File: config.mk
export PLATFORM = sky130hd
export DESIGN_NAME = neighbor_pulse_period_decoder_top
export DESIGN_NICKNAME = d
export VERILOG_FILES = /design/src/rtl/npd_pkg.sv /design/src/rtl/npd_ring_mem.sv /design/src/rtl/npd_age_mod.sv /design/src/rtl/neighbor_pulse_period_decoder_top.sv
export SDC_FILE = /design/constraint.sdc
export NUM_CORES = 2
export LEC_CHECK = 0
export BUFFER_PORTS_ARGS = -buffer_cell sky130_fd_sc_hd__buf_2
export CAP_MARGIN = 30
export CORE_UTILIZATION = 25
export DETAILED_ROUTE_END_ITERATION = 10
export HOLD_SLACK_MARGIN = 0.06
export MAX_ROUTING_LAYER = met4
export PLACE_DENSITY = 0.48
export SYNTH_ARGS = -nofsm -noshare
export SYNTH_HDL_FRONTEND = slang
export SYNTH_SLANG_ARGS = --single-unit
export TNS_END_PERCENT = 50
File: constraint.sdc
create_clock -name clk -period 16.09 [get_ports clk]
set_input_delay 0.8045 -clock clk [delete_from_list [all_inputs] [get_ports clk]]
set_output_delay 0.8045 -clock clk [all_outputs]
set_load 0.03 [all_outputs]
File: src/rtl/npd_pkg.sv
// Shared types and constants for the neighbor pulse period decoder.
// Used by every module of the block; no dependencies.
package npd_pkg;

  localparam int FACE_COUNT   = 6;
  localparam int FACE_W       = 3;
  localparam int LEVEL_W      = 6;
  localparam int OUT_FACES    = 6;
  localparam int STATE_SLOTS  = (FACE_COUNT > OUT_FACES) ? FACE_COUNT : OUT_FACES;
  localparam int RING_DEPTH   = 4;
  localparam int PTR_W        = 2;
  localparam int RING_ENTRIES = FACE_COUNT * RING_DEPTH;
  localparam int ADDR_W       = (RING_ENTRIES > 1) ? $clog2(RING_ENTRIES) : 1;
  localparam int STAMP_W      = 32;
  localparam int FSTATE_W     = 5;
  localparam int COUNT_W      = 4;
  localparam int RULE_W       = 7;
  localparam int BYTE_W       = 8;
  localparam int CFG_IDX_W    = 3;

  localparam logic [RULE_W-1:0] BIRTH_RESET   = 7'd12;
  localparam logic [RULE_W-1:0] DEATH_RESET   = 7'd115;
  localparam logic [BYTE_W-1:0] NSTATES_RESET = 8'd2;
  localparam logic [BYTE_W-1:0] STALE_RESET   = 8'd100;
  localparam logic [BYTE_W-1:0] RAPID_RESET   = 8'd10;

  typedef enum logic [CFG_IDX_W-1:0] {
    REG_BIRTH   = 3'd0,
    REG_DEATH   = 3'd1,
    REG_NSTATES = 3'd2,
    REG_STALE   = 3'd3,
    REG_RAPID   = 3'd4
  } cfg_reg_t;

  typedef struct packed {
    logic               we;
    logic [ADDR_W-1:0]  waddr;
    logic [STAMP_W-1:0] wdata;
    logic [ADDR_W-1:0]  raddr;
  } ring_req_t;

  typedef struct packed {
    logic              start;
    logic [BYTE_W-1:0] age;
    logic [BYTE_W-1:0] modulus;
  } age_req_t;

  typedef struct packed {
    logic              done;
    logic [BYTE_W-1:0] result;
  } age_rsp_t;

  function automatic logic [ADDR_W-1:0] ring_addr(input logic [FACE_W-1:0] f,
                                                  input logic [PTR_W-1:0] p);
    return ADDR_W'({f, p});
  endfunction

endpackage

File: src/rtl/npd_ring_mem.sv
// Stamp ring storage: one write and one registered read port per cycle.
// Per-entry valid bits make unwritten entries read as zero. Uses npd_pkg.
module npd_ring_mem (
  input  logic                        clk,
  input  logic                        rst,
  input  npd_pkg::ring_req_t          req,
  output logic [npd_pkg::STAMP_W-1:0] rdata
);
  import npd_pkg::*;

  logic [STAMP_W-1:0]      mem [RING_ENTRIES];
  logic [RING_ENTRIES-1:0] vld;
  logic [STAMP_W-1:0]      rd_q;
  logic                    rd_vld;

  always_ff @(posedge clk) begin
    if (req.we) begin
      mem[req.waddr] <= req.wdata;
    end
    rd_q <= mem[req.raddr];
  end

  always_ff @(posedge clk) begin
    if (rst) begin
      vld    <= '0;
      rd_vld <= 1'b0;
    end else begin
      if (req.we) begin
        vld[req.waddr] <= 1'b1;
      end
      rd_vld <= vld[req.raddr];
    end
  end

  assign rdata = rd_vld ? rd_q : '0;

endmodule

File: src/rtl/npd_age_mod.sv
// Tile age wrap: (age + 1) mod num_states, zero modulus meaning 256.
// Restoring remainder, one bit per cycle. Uses npd_pkg.
module npd_age_mod (
  input  logic              clk,
  input  logic              rst,
  input  npd_pkg::age_req_t req,
  output npd_pkg::age_rsp_t rsp
);
  import npd_pkg::*;

  logic         run;
  logic [3:0]   cnt;
  logic [8:0]   num;
  logic [8:0]   rem;
  logic [8:0]   div;
  logic [9:0]   trial;
  logic [8:0]   rem_next;

  assign trial    = {rem, num[8]};
  assign rem_next = (trial >= {1'b0, div}) ? 9'(trial - {1'b0, div}) : trial[8:0];

  always_ff @(posedge clk) begin
    if (rst) begin
      run <= 1'b0;
      cnt <= '0;
    end else if (req.start) begin
      run <= 1'b1;
      cnt <= 4'd9;
      num <= {1'b0, req.age} + 9'd1;
      rem <= '0;
      div <= (req.modulus == '0) ? 9'd256 : {1'b0, req.modulus};
    end else if (run) begin
      if (cnt != '0) begin
        rem <= rem_next;
        num <= {num[7:0], 1'b0};
        cnt <= cnt - 4'd1;
      end else begin
        run <= 1'b0;
      end
    end
  end

  assign rsp.done   = run && (cnt == '0);
  assign rsp.result = rem[BYTE_W-1:0];

endmodule

File: src/rtl/neighbor_pulse_period_decoder_top.sv
// Top level of the neighbor pulse period decoder: sequencer, edge handling,
// period decode and tile rule. Uses npd_pkg, npd_ring_mem and npd_age_mod.
//
// One input word is one tick. The block takes one word at a time: in_ready is
// high only while idle, and drops for the whole tick. A tick takes an edge
// step for each face and a read step between faces; with evaluate set, each
// face also gets decode steps and a match step, and a live tile that ages
// then runs the bit-serial age wrap. During decode the stamp memory is read
// one stamp per cycle through a shared 32-bit subtract/compare unit. The
// result sits in an output register, so ready returns as soon as the result is
// loaded even if the consumer has not yet taken it; the next result then waits
// until the output register is free. No clearing pass after reset. Config
// writes are always accepted.
module neighbor_pulse_period_decoder_top (
  input  logic                           clk,
  input  logic                           rst,
  input  logic                           in_valid,
  output logic                           in_ready,
  input  logic [npd_pkg::LEVEL_W-1:0]    face_levels,
  input  logic                           evaluate,
  output logic                           out_valid,
  input  logic                           out_ready,
  output logic                           click,
  output logic                           program_request,
  output logic [npd_pkg::FACE_W-1:0]     program_face,
  output logic [npd_pkg::FSTATE_W-1:0]   face0_state,
  output logic [npd_pkg::FSTATE_W-1:0]   face1_state,
  output logic [npd_pkg::FSTATE_W-1:0]   face2_state,
  output logic [npd_pkg::FSTATE_W-1:0]   face3_state,
  output logic [npd_pkg::FSTATE_W-1:0]   face4_state,
  output logic [npd_pkg::FSTATE_W-1:0]   face5_state,
  output logic [2:0]                     neighbors_on,
  output logic [npd_pkg::BYTE_W-1:0]     tile_age,
  input  logic                           cfg_valid,
  output logic                           cfg_ready,
  input  logic [npd_pkg::CFG_IDX_W-1:0]  cfg_index,
  input  logic [npd_pkg::BYTE_W-1:0]     cfg_data
);
  import npd_pkg::*;

  typedef enum logic [2:0] {
    S_IDLE, S_RD, S_EDGE, S_DEC, S_MATCH, S_RULE, S_AGE, S_DONE
  } state_t;

  state_t state;

  logic [RULE_W-1:0]   birth_rules;
  logic [RULE_W-1:0]   death_rules;
  logic [BYTE_W-1:0]   num_states;
  logic [BYTE_W-1:0]   stale_limit;
  logic [BYTE_W-1:0]   rapid_limit;

  logic [STAMP_W-1:0]  tick;
  logic [LEVEL_W-1:0]  prev_levels;
  logic [LEVEL_W-1:0]  rising;
  logic                eval_q;
  logic [PTR_W-1:0]    ring_ptr  [FACE_COUNT];
  logic [BYTE_W-1:0]   rapid_cnt [FACE_COUNT];
  logic [BYTE_W-1:0]   tile;

  logic [FACE_W-1:0]   fidx;
  logic [2:0]          k;
  logic [STAMP_W-1:0]  prev_stamp;
  logic                stale;
  logic [FSTATE_W-1:0] gap [3];
  logic [FSTATE_W-1:0] fstate [STATE_SLOTS];
  logic [COUNT_W-1:0]  on_cnt;
  logic                click_acc;
  logic                req_acc;
  logic [FACE_W-1:0]   req_face;

  ring_req_t           ring_req;
  logic [STAMP_W-1:0]  rdata;
  age_req_t            age_req;
  age_rsp_t            age_rsp;

  logic [(1<<FACE_W)-1:0] rise_ext;
  logic                rise_cur;
  logic [PTR_W-1:0]    ptr_cur;
  logic [STAMP_W-1:0]  sub_a;
  logic [STAMP_W-1:0]  diff;
  logic                over;
  logic                rapid_hit;
  logic [BYTE_W-1:0]   rc_inc;
  logic [FSTATE_W-1:0] match;
  logic                rule_ok;
  logic                last_face;

  npd_ring_mem u_ring (
    .clk   (clk),
    .rst   (rst),
    .req   (ring_req),
    .rdata (rdata)
  );

  npd_age_mod u_age (
    .clk (clk),
    .rst (rst),
    .req (age_req),
    .rsp (age_rsp)
  );

  // shared subtract/compare unit
  assign rise_ext  = (1 << FACE_W)'(rising);
  assign rise_cur  = rise_ext[fidx];
  assign ptr_cur   = ring_ptr[fidx];
  assign sub_a     = (state == S_DEC && k != 3'd1) ? prev_stamp : tick;
  assign diff      = sub_a - rdata;
  assign over      = diff > STAMP_W'(stale_limit);
  assign rapid_hit = diff < STAMP_W'(rapid_limit);
  assign rc_inc    = (rapid_cnt[fidx] == '1) ? rapid_cnt[fidx] : rapid_cnt[fidx] + 8'd1;
  assign last_face = (fidx == FACE_W'(FACE_COUNT - 1));

  always_comb begin
    if (stale) begin
      match = '0;
    end else if (gap[0] == gap[1] || gap[0] == gap[2]) begin
      match = gap[0];
    end else if (gap[1] == gap[2]) begin
      match = gap[1];
    end else begin
      match = '0;
    end
  end

  always_comb begin
    rule_ok = 1'b0;
    if (on_cnt < COUNT_W'(RULE_W)) begin
      rule_ok = (tile == '0) ? birth_rules[on_cnt[2:0]] : death_rules[on_cnt[2:0]];
    end
  end

  always_comb begin
    ring_req.we    = (state == S_EDGE) && rise_cur && !rapid_hit;
    ring_req.waddr = ring_addr(fidx, ptr_cur + 2'd1);
    ring_req.wdata = tick;
    ring_req.raddr = ring_addr(fidx, PTR_W'(ptr_cur - k[PTR_W-1:0]));
  end

  assign age_req.start   = (state == S_RULE) && eval_q && (tile != '0) && rule_ok;
  assign age_req.age     = tile;
  assign age_req.modulus = num_states;

  assign in_ready  = (state == S_IDLE);
  assign cfg_ready = 1'b1;

  always_ff @(posedge clk) begin
    if (rst) begin
      birth_rules <= BIRTH_RESET;
      death_rules <= DEATH_RESET;
      num_states  <= NSTATES_RESET;
      stale_limit <= STALE_RESET;
      rapid_limit <= RAPID_RESET;
    end else if (cfg_valid) begin
      unique case (cfg_reg_t'(cfg_index))
        REG_BIRTH:   birth_rules <= cfg_data[RULE_W-1:0];
        REG_DEATH:   death_rules <= cfg_data[RULE_W-1:0];
        REG_NSTATES: num_states  <= cfg_data;
        REG_STALE:   stale_limit <= cfg_data;
        REG_RAPID:   rapid_limit <= cfg_data;
        default: ;
      endcase
    end
  end

  always_ff @(posedge clk) begin
    if (rst) begin
      state       <= S_IDLE;
      tick        <= '0;
      prev_levels <= '0;
      tile        <= '0;
      fidx        <= '0;
      k           <= '0;
      out_valid   <= 1'b0;
      for (int i = 0; i < FACE_COUNT; i++) begin
        ring_ptr[i]  <= '0;
        rapid_cnt[i] <= '0;
      end
    end else begin
      // S_DONE drives out_valid itself
      if (out_valid && out_ready && state != S_DONE) begin
        out_valid <= 1'b0;
      end
      unique case (state)
        S_IDLE: begin
          fidx <= '0;
          k    <= '0;
          if (in_valid) begin
            tick        <= tick + 32'd1;
            rising      <= face_levels & ~prev_levels;
            prev_levels <= face_levels;
            eval_q      <= evaluate;
            on_cnt      <= '0;
            click_acc   <= 1'b0;
            req_acc     <= 1'b0;
            req_face    <= '0;
            for (int i = 0; i < STATE_SLOTS; i++) begin
              fstate[i] <= '0;
            end
            state <= S_EDGE;
          end
        end
        S_RD: begin
          state <= S_EDGE;
        end
        S_EDGE: begin
          if (rise_cur) begin
            if (rapid_hit) begin
              rapid_cnt[fidx] <= rc_inc;
              if (rc_inc == 8'd2) begin
                click_acc <= 1'b1;
              end
              if (rc_inc >= 8'd4) begin
                req_acc  <= 1'b1;
                req_face <= fidx;
              end
            end else begin
              rapid_cnt[fidx] <= '0;
              ring_ptr[fidx]  <= ptr_cur + 2'd1;
            end
          end
          k <= '0;
          if (eval_q) begin
            state <= S_DEC;
          end else if (last_face) begin
            state <= S_RULE;
          end else begin
            fidx  <= fidx + 3'd1;
            state <= S_RD;
          end
        end
        S_DEC: begin
          // capture at step k is the stamp k-1 places behind the newest
          if (k == 3'd1) begin
            stale <= over;
          end else if (k != 3'd0) begin
            stale      <= stale | over;
            gap[2'(k - 3'd2)] <= diff[7:3];
          end
          prev_stamp <= rdata;
          if (k == 3'd4) begin
            k     <= '0;
            state <= S_MATCH;
          end else begin
            k <= k + 3'd1;
          end
        end
        S_MATCH: begin
          fstate[fidx] <= match;
          if (match != '0) begin
            on_cnt <= on_cnt + 4'd1;
          end
          if (last_face) begin
            state <= S_RULE;
          end else begin
            fidx  <= fidx + 3'd1;
            state <= S_RD;
          end
        end
        S_RULE: begin
          if (!eval_q) begin
            state <= S_DONE;
          end else if (tile == '0) begin
            if (rule_ok) begin
              tile <= 8'd1;
            end
            state <= S_DONE;
          end else if (rule_ok) begin
            state <= S_AGE;
          end else begin
            state <= S_DONE;
          end
        end
        S_AGE: begin
          if (age_rsp.done) begin
            tile  <= age_rsp.result;
            state <= S_DONE;
          end
        end
        S_DONE: begin
          if (!out_valid || out_ready) begin
            out_valid       <= 1'b1;
            click           <= click_acc;
            program_request <= req_acc;
            program_face    <= req_face;
            face0_state     <= fstate[0];
            face1_state     <= fstate[1];
            face2_state     <= fstate[2];
            face3_state     <= fstate[3];
            face4_state     <= fstate[4];
            face5_state     <= fstate[5];
            neighbors_on    <= on_cnt[2:0];
            tile_age        <= tile;
            fidx            <= '0;
            state           <= S_IDLE;
          end
        end
        default: state <= S_IDLE;
      endcase
    end
  end

endmodule

* Yosys cells after proc, flatten, opt, wreduce, memory -nomap -nowiden *
Memory sizes are Yosys's and may differ from the RTL's. A register that Yosys moved wholly into a read port is not among the register bits.
Index checks and enable logic that the tools add are counted.

word-level totals
  RAM bits = 873
  input port bits = 23
  memories kept = 5
  output and inout bits = 49
  register bits = 216

memories
  memory      depth  bits a word  rd ports  clocked after memory_dff  wr ports  RTL line                                 source
  u_ring.mem  24     32           1         1                         1         npd_ring_mem.sv:11                       logic [STAMP_W-1:0] mem [RING_ENTRIES];
  rapid_cnt   6      8            1         1                         6         neighbor_pulse_period_decoder_top.sv:58  logic [BYTE_W-1:0] rapid_cnt [FACE_COUNT];
  fstate      6      5            6         6                         6         neighbor_pulse_period_decoder_top.sv:66  logic [FSTATE_W-1:0] fstate [STATE_SLOTS];
  gap         3      5            3         0                         1         neighbor_pulse_period_decoder_top.sv:65  logic [FSTATE_W-1:0] gap [3];
  ring_ptr    6      2            1         1                         6         neighbor_pulse_period_decoder_top.sv:57  logic [PTR_W-1:0] ring_ptr [FACE_COUNT];

cells by class
  $add $sub $neg = 12
  eq/ne operators = 34
  $lt $le $gt $ge = 10
  reductions and logical operators = 56
  bitwise logic cells = 6
  mux-type cells = 113

operators with widths
  operator               count
  $mux 32                2
  $mux 9                 7
  $mux 3                 20
  $mux 8                 7
  $mux 1                 54
  $add 32x1->32 const B  1
  $gt 32x8->1            1
  $lt 32x8->1            1
  $sub 32x32->32         1
  $or 24x24->24          1
  $pmux 3 s8             1
  $eq 3x3->1 const B     7
  $mux 4                 5
  $mux 5                 4
  $reduce_and 2->1       10
  $ne 2x2->1 const B     9
  $logic_not 8->1        2
  $pmux 8 s2             1
  $eq 5x5->1             3
  $reduce_and 3->1       5
  $reduce_bool 2->1      7
  $eq 3x2->1 const B     4
  $lt 5x6->1 const B     2
  $pmux 3 s2             2
  other kinds (46)       74

* Logic depth before layout (Yosys ltp) *
  word-level depth = 13
  mapped depth = 23
  depth with buffers taken out = 19

* Cells and area by module *
From an unflattened synthesis, not the netlist that was laid out.

unflattened totals
  cells, all modules = 3,136
  area total of the unflattened synthesis = 49,177.2 um2

modules (own cells, without submodules)
  module                             times used  cells each  area an instance (um2)
  npd_ring_mem                       1           1,420       30,959.7
  neighbor_pulse_period_decoder_top  1           1,523       16,274.4
  npd_age_mod                        1           193         1,943.1

* Worst setup path after synthesis *
OpenSTA, ideal clock, no wires.

  path kind = reg-to-reg
  start = register k[1]
  end = memory u_ring.mem[0][0] (enable)
  library setup time = 421 ps
  buffers on the path = 2
  cell stages (with the launch flop) = 18
  setup slack = 10,261 ps
  arrival = 5,408 ps
  cells stage by stage = dfxtp_1 -> inv_1 -> ha_1 -> nor2b_1 -> nor2_4 -> buf_1 -> mux2_2 -> fa_1 -> a21o_1 -> a221oi_4 -> nor4_1 -> o31ai_2 -> o21ai_0 -> xor2_1 -> a2bb2oi_1 -> nor4_4 -> buf_2 -> nor2_1

on the way
  word-level cells in the longest chain between the ends = 9

ends and longest elaborated chain
  item                          RTL line                                  source
  start, declared               neighbor_pulse_period_decoder_top.sv:62   logic [2:0] k;
  start signal, assigned        neighbor_pulse_period_decoder_top.sv:245  k <= k + 3'd1;
  $ne 3x1->1                    neighbor_pulse_period_decoder_top.sv:107  assign sub_a = (state == S_DEC && k != 3'd1) ? prev_stamp : tick;
  $logic_and 1x1->1             neighbor_pulse_period_decoder_top.sv:107
  $mux 32                       neighbor_pulse_period_decoder_top.sv:107
  $sub 32x32->32                neighbor_pulse_period_decoder_top.sv:108  assign diff = sub_a - rdata;
  $lt 32x8->1                   neighbor_pulse_period_decoder_top.sv:110  assign rapid_hit = diff < STAMP_W'(rapid_limit);
  $logic_not 1->1               neighbor_pulse_period_decoder_top.sv:134  ring_req.we = (state == S_EDGE) && rise_cur && !rapid_hit;
  $logic_and 1x1->1             neighbor_pulse_period_decoder_top.sv:134
  $mux 1                        npd_ring_mem.sv:17                        if (req.we) begin
  $mux 1 (implied by the code)  npd_ring_mem.sv:18                        mem[req.waddr] <= req.wdata;
  end, declared                 npd_ring_mem.sv:11

No other way between the ends.

* Final worst setup path *
  start = register state[0]
  end = register req_face[1] (enable)

on the way
  word-level cells in the longest chain between the ends = 7
  elaborated cells between the ends (all ways) = 13
  those cells by class = add/sub (1); order compare (1); eq/ne (6); mux (1); reduce/logical (4)

ends and longest elaborated chain
  item                                   RTL line                                  source
  start, declared                        neighbor_pulse_period_decoder_top.sv:45   state_t state;
  start signal, assigned                 neighbor_pulse_period_decoder_top.sv:168  state <= S_IDLE;
  start signal, assigned                 neighbor_pulse_period_decoder_top.sv:200  state <= S_EDGE;
  start signal, assigned                 neighbor_pulse_period_decoder_top.sv:204  state <= S_EDGE;
  $eq 3x2->1                             neighbor_pulse_period_decoder_top.sv:107
  $logic_and 1x1->1                      neighbor_pulse_period_decoder_top.sv:107
  $mux 32                                neighbor_pulse_period_decoder_top.sv:107
  $sub 32x32->32                         neighbor_pulse_period_decoder_top.sv:108
  $lt 32x8->1                            neighbor_pulse_period_decoder_top.sv:110
  $ne 2x2->1 (no source line)            n/a
  $reduce_and 6->1 (no source line) (*)  n/a
  end signal, assigned                   neighbor_pulse_period_decoder_top.sv:215  req_face <= fidx;
  end, declared                          neighbor_pulse_period_decoder_top.sv:70   logic [FACE_W-1:0] req_face;

Every way passes the cells marked *; elsewhere a longest branch is shown, timed or not.
A chain may end at the register's enable or synchronous reset.

==> impl_metrics.csv <==
group,metric,value,unit
sta,worst-slew-pin-transition,1.15,ns
yosys,ys_async_sr_fraction,0,
worst_hold_path,worstHoldPathCells,1,
critical_path,setup.worst_path.class,"register to register",
cts,cts_resized,0,
finish,layout-drive-gt1-share,0.201,
sta,timing.final.crit_period,6.64,ns
finish,layout.area.seq,0.0337,mm²
sta,final_period_util,0.412,
sta,slew_violations,0,
pwr,power_per_cell_area,130,mW/mm²
yosys,synth_area_leaders,"sky130_fd_sc_hd__edfxtp_1, sky130_fd_sc_hd__mux4_2, sky130_fd_sc_hd__dfxtp_1",
worst_hold_path,hold_path.startpoint,"evaluate",
worst_hold_path,worstHoldEndpoint,"eval_q",
die,die_width,445,µm
critical_path,cp_num_buf_inv,2,
critical_path,timing.reg2reg.worst_path_depth,15,
yosys,synth.ff_latch_count,1174,
global_routing,pin_count_of_the_biggest_net_entering_global_routing,108,
routing,detail-route-antenna-nets,0,
sta,finalHoldViolations,0,
cts,count_of_h_tree_levels_built_during_cts,3,
critical_path,critPathMaxStageDelay,0.92,ns
placed_design,placed_cells,5707,
critical_path,ff2ff_setup_slack,9.45,ns
critical_path,timing.critical_path.depth,15,
sta,setup_viol,0,
finish,final_net_count,3301,
yosys,synth-warning-count,0,
placed_design,sum_of_net_half_perimeters_after_detailed_placement,83.2,mm
cts,clock_tree_from_tritoncts,"yes",
cts,cts_buffer_depth,3,
yosys,most_repeated_cell_in_the_gate_level_netlist_after_synthesis,"sky130_fd_sc_hd__edfxtp_1",
critical_path,timing.critical_path.from_type,"register",
cts,clock_edge_transition_at_the_registers_on_the_reported_setup_and_hold_paths,0.06,ns
finish,multiInputGateArea,0.0144,mm²
global_routing,antenna_found_initial,19,
pwr,p_leak,0.0191,µW
routing,vias,27600,
global_routing,vias_in_the_first_global_route,27500,
cts,clock_insertion_delay_worst_skew,0.77,ns
critical_path,timing.critical_path.required,16.46,ns
yosys,synth_top_area_frac,0.623,
cts,postCtsSetupBuffers,0,
yosys,netlist_instances,3074,
critical_path,cp_data_arrival_time,7.01,ns
routing,firstDrtPassIters,7,
critical_path,critical_path.max_fanout,63,
routing,via_per_inst,4.66,
yosys,synthesis.area,0.0490,mm²
placed_design,port_buffers,70,
finish,num-fill-cells,19400,
cts,cts_sinks,1174,
yosys,synth.yosys.seq_area_share,0.688,
critical_path,regToRegEndpoint,"req_face[1]",
finish,flow.area_growth_from_synthesis,15.9,%
die,dieArea,0.198,mm²
cts,numCtsBuffers,114,
routing,drt-wirelength-per-cell,22.3,µm
global_routing,globalRoute.totalOverflow,0,
yosys,synthDominantAreaCellType,"sky130_fd_sc_hd__edfxtp_1",
routing,remaining_drc_errors,0,
cts,hold_buffers,0,
critical_path,critical_path.reg2reg.startpoint,"state[0]",
critical_path,path_cells,"nand3b_1, nor2_4, buf_12, mux2_2, ha_1, a21oi_1, o21a_1, nor2_1, or4_1, nor4_1, nor4b_1, o2111ai_1, or4_2, buf_4, o31ai_1",
routing,initialDrtViolationCount,2407,
die,core_area,0.195,mm²
critical_path,timing.critical_path.slowest_stage_cell,"sky130_fd_sc_hd__or4_2",
finish,fin_cells,5929,
critical_path,path_delay_family,"simple AND/OR/NAND/NOR gates",
yosys,ys_dominant_reg_cell,"sky130_fd_sc_hd__edfxtp_1",
worst_hold_path,hold_path.class,"input port to register",
yosys,synth_commonest_cells,"sky130_fd_sc_hd__edfxtp_1, sky130_fd_sc_hd__nand2_1, sky130_fd_sc_hd__mux4_2",
sta,finalClockSkew,0.0727,ns
global_routing,grt_usage,0.136,
die,die-height,445,µm
sta,maxSlewHeadroom,0.236,
global_routing,global_route_wire_length_before_repair,193,mm
status,outcome,"finished, final reports clean",
yosys,synth-edff-count,1015,
sta,max_freq,151,MHz
yosys,syn_area_per_cell,15.9,µm²
sta,fin_setup_tns,0,ns
die,pin_count,72,
die,initial_utilization,0.251,
critical_path,crit_path_end_kind,"register",
sta,rsz_0062_raised_after_global_routing,"false",
placed_design,routability_cong,0.850,
pwr,power.ir.vdd_worst,0.000102,V
die,num_rows,162,
yosys,yosys.cell_types.count,79,
flow_run,drv_cap,0,
cts,clock_tree.root_cell,"sky130_fd_sc_hd__clkbuf_16",
routing,finalWirelength,132,mm
## layout by cell type (no fill, tap or decap), drive strengths merged, types with 41 or more instances in the layout
master	n
mux2	52
mux4	220
ha	72
dfxtp	159
nand2	262
a21oi	116
clkinv	48
clkbuf	158
o21ai	79
buf	174
nor2	142
inv	92
edfxtp	1015
xor2	41
nand3	52
nor4	51
mux2i	67
## per-layer routing
metal,vias to the layer above,part of all wire,global-route usage,wire length [µm]
met2,789,0.48,0.216,62900
met3,206,0.053,0.0226,7030
met4,0,0.024,0.0341,3200
li1,12300,-,-,-
met1,14300,0.45,0.181,58900
met5,-,0,-,0
## flip-flops by register name, summed over array words and instances (netlist names), 6 cells and up, named ones only
| register | cells |
|---|---|
| u_ring.mem | 768 |
| rapid_cnt | 64 |
| prev_stamp | 32 |
| tick | 32 |
| u_ring.rd_q | 32 |
| fstate | 30 |
| u_ring.vld | 24 |
| ring_ptr | 16 |
| gap | 15 |
| u_age.div | 9 |
| u_age.num | 9 |
| u_age.rem | 9 |
| num_states | 8 |
| rapid_limit | 8 |
| stale_limit | 8 |
| tile | 8 |
| tile_age | 8 |
| birth_rules | 7 |
| death_rules | 7 |
| prev_levels | 6 |
| rising | 6 |
## layout make-up
| cell class | count | share of cell area |
|---|---|---|
| inverters | 92 | 0.00609 |
| clock buffers | 158 | 0.0553 |
| well taps | 2624 | 0.0579 |
| clock inverters | 55 | 0.00838 |
| repair buffers | 174 | 0.0252 |
| flip-flops and latches | 1174 | 0.594 |
| multi-input cells | 1648 | 0.253 |
| diodes | 4 | 0.000176 |
## metrics by stage
stage / area (µm²) / power (µW) / utilization / setup slack [ns] / hold slack, ns
floorplan: 49000 / 4370 / - / 10.26 / 0.400
global placement: 52700 / 4820 / 0.270 / 8.97 / 0.403
detailed placement: 53000 / 4820 / 0.272 / 9.52 / 0.405
CTS: 56600 / 7450 / 0.291 / 9.49 / 0.238
global route: 56700 / 7660 / 0.291 / 9.05 / 0.249
finish: 56700 / 7370 / 0.291 / 9.45 / 0.303
## how the worst max path moves through the flow
stage             start                to  slack (ns)
4_1_cts        state[0]       req_face[0]        9.49
3_5_place_dp   state[0]       req_face[0]        9.52
2_1_floorplan      k[1]  u_ring.mem[0][0]       10.26
3_3_place_gp   state[0]       req_face[0]        8.97
5_1_grt        state[0]       req_face[0]        9.05
6_report       state[0]       req_face[1]        9.45
## logic make-up after synthesis
kind of cell | share of synthesized area
DFF | 0.688
and+or+nand+nor | 0.0759
AOI/OAI and AO/OA | 0.0546
muxes | 0.127
buffers and inverters | 0.0230
adders and majority gates | 0.0192
xor gates and xnor gates | 0.0127
other | 0.000153
## where the power goes
| group | internal (µW) | leakage [µW] | total [µW] | switching, µW |
|---|---|---|---|---|
| Combinational | 499 | 0.00630 | 1320 | 816 |
| Clock | 1440 | 0.00176 | 2620 | 1180 |
| Sequential | 3370 | 0.0110 | 3430 | 58.8 |
| Total | 5310 | 0.0191 | 7370 | 2060 |
No activity file was read; power rests on OpenSTA's default activity.
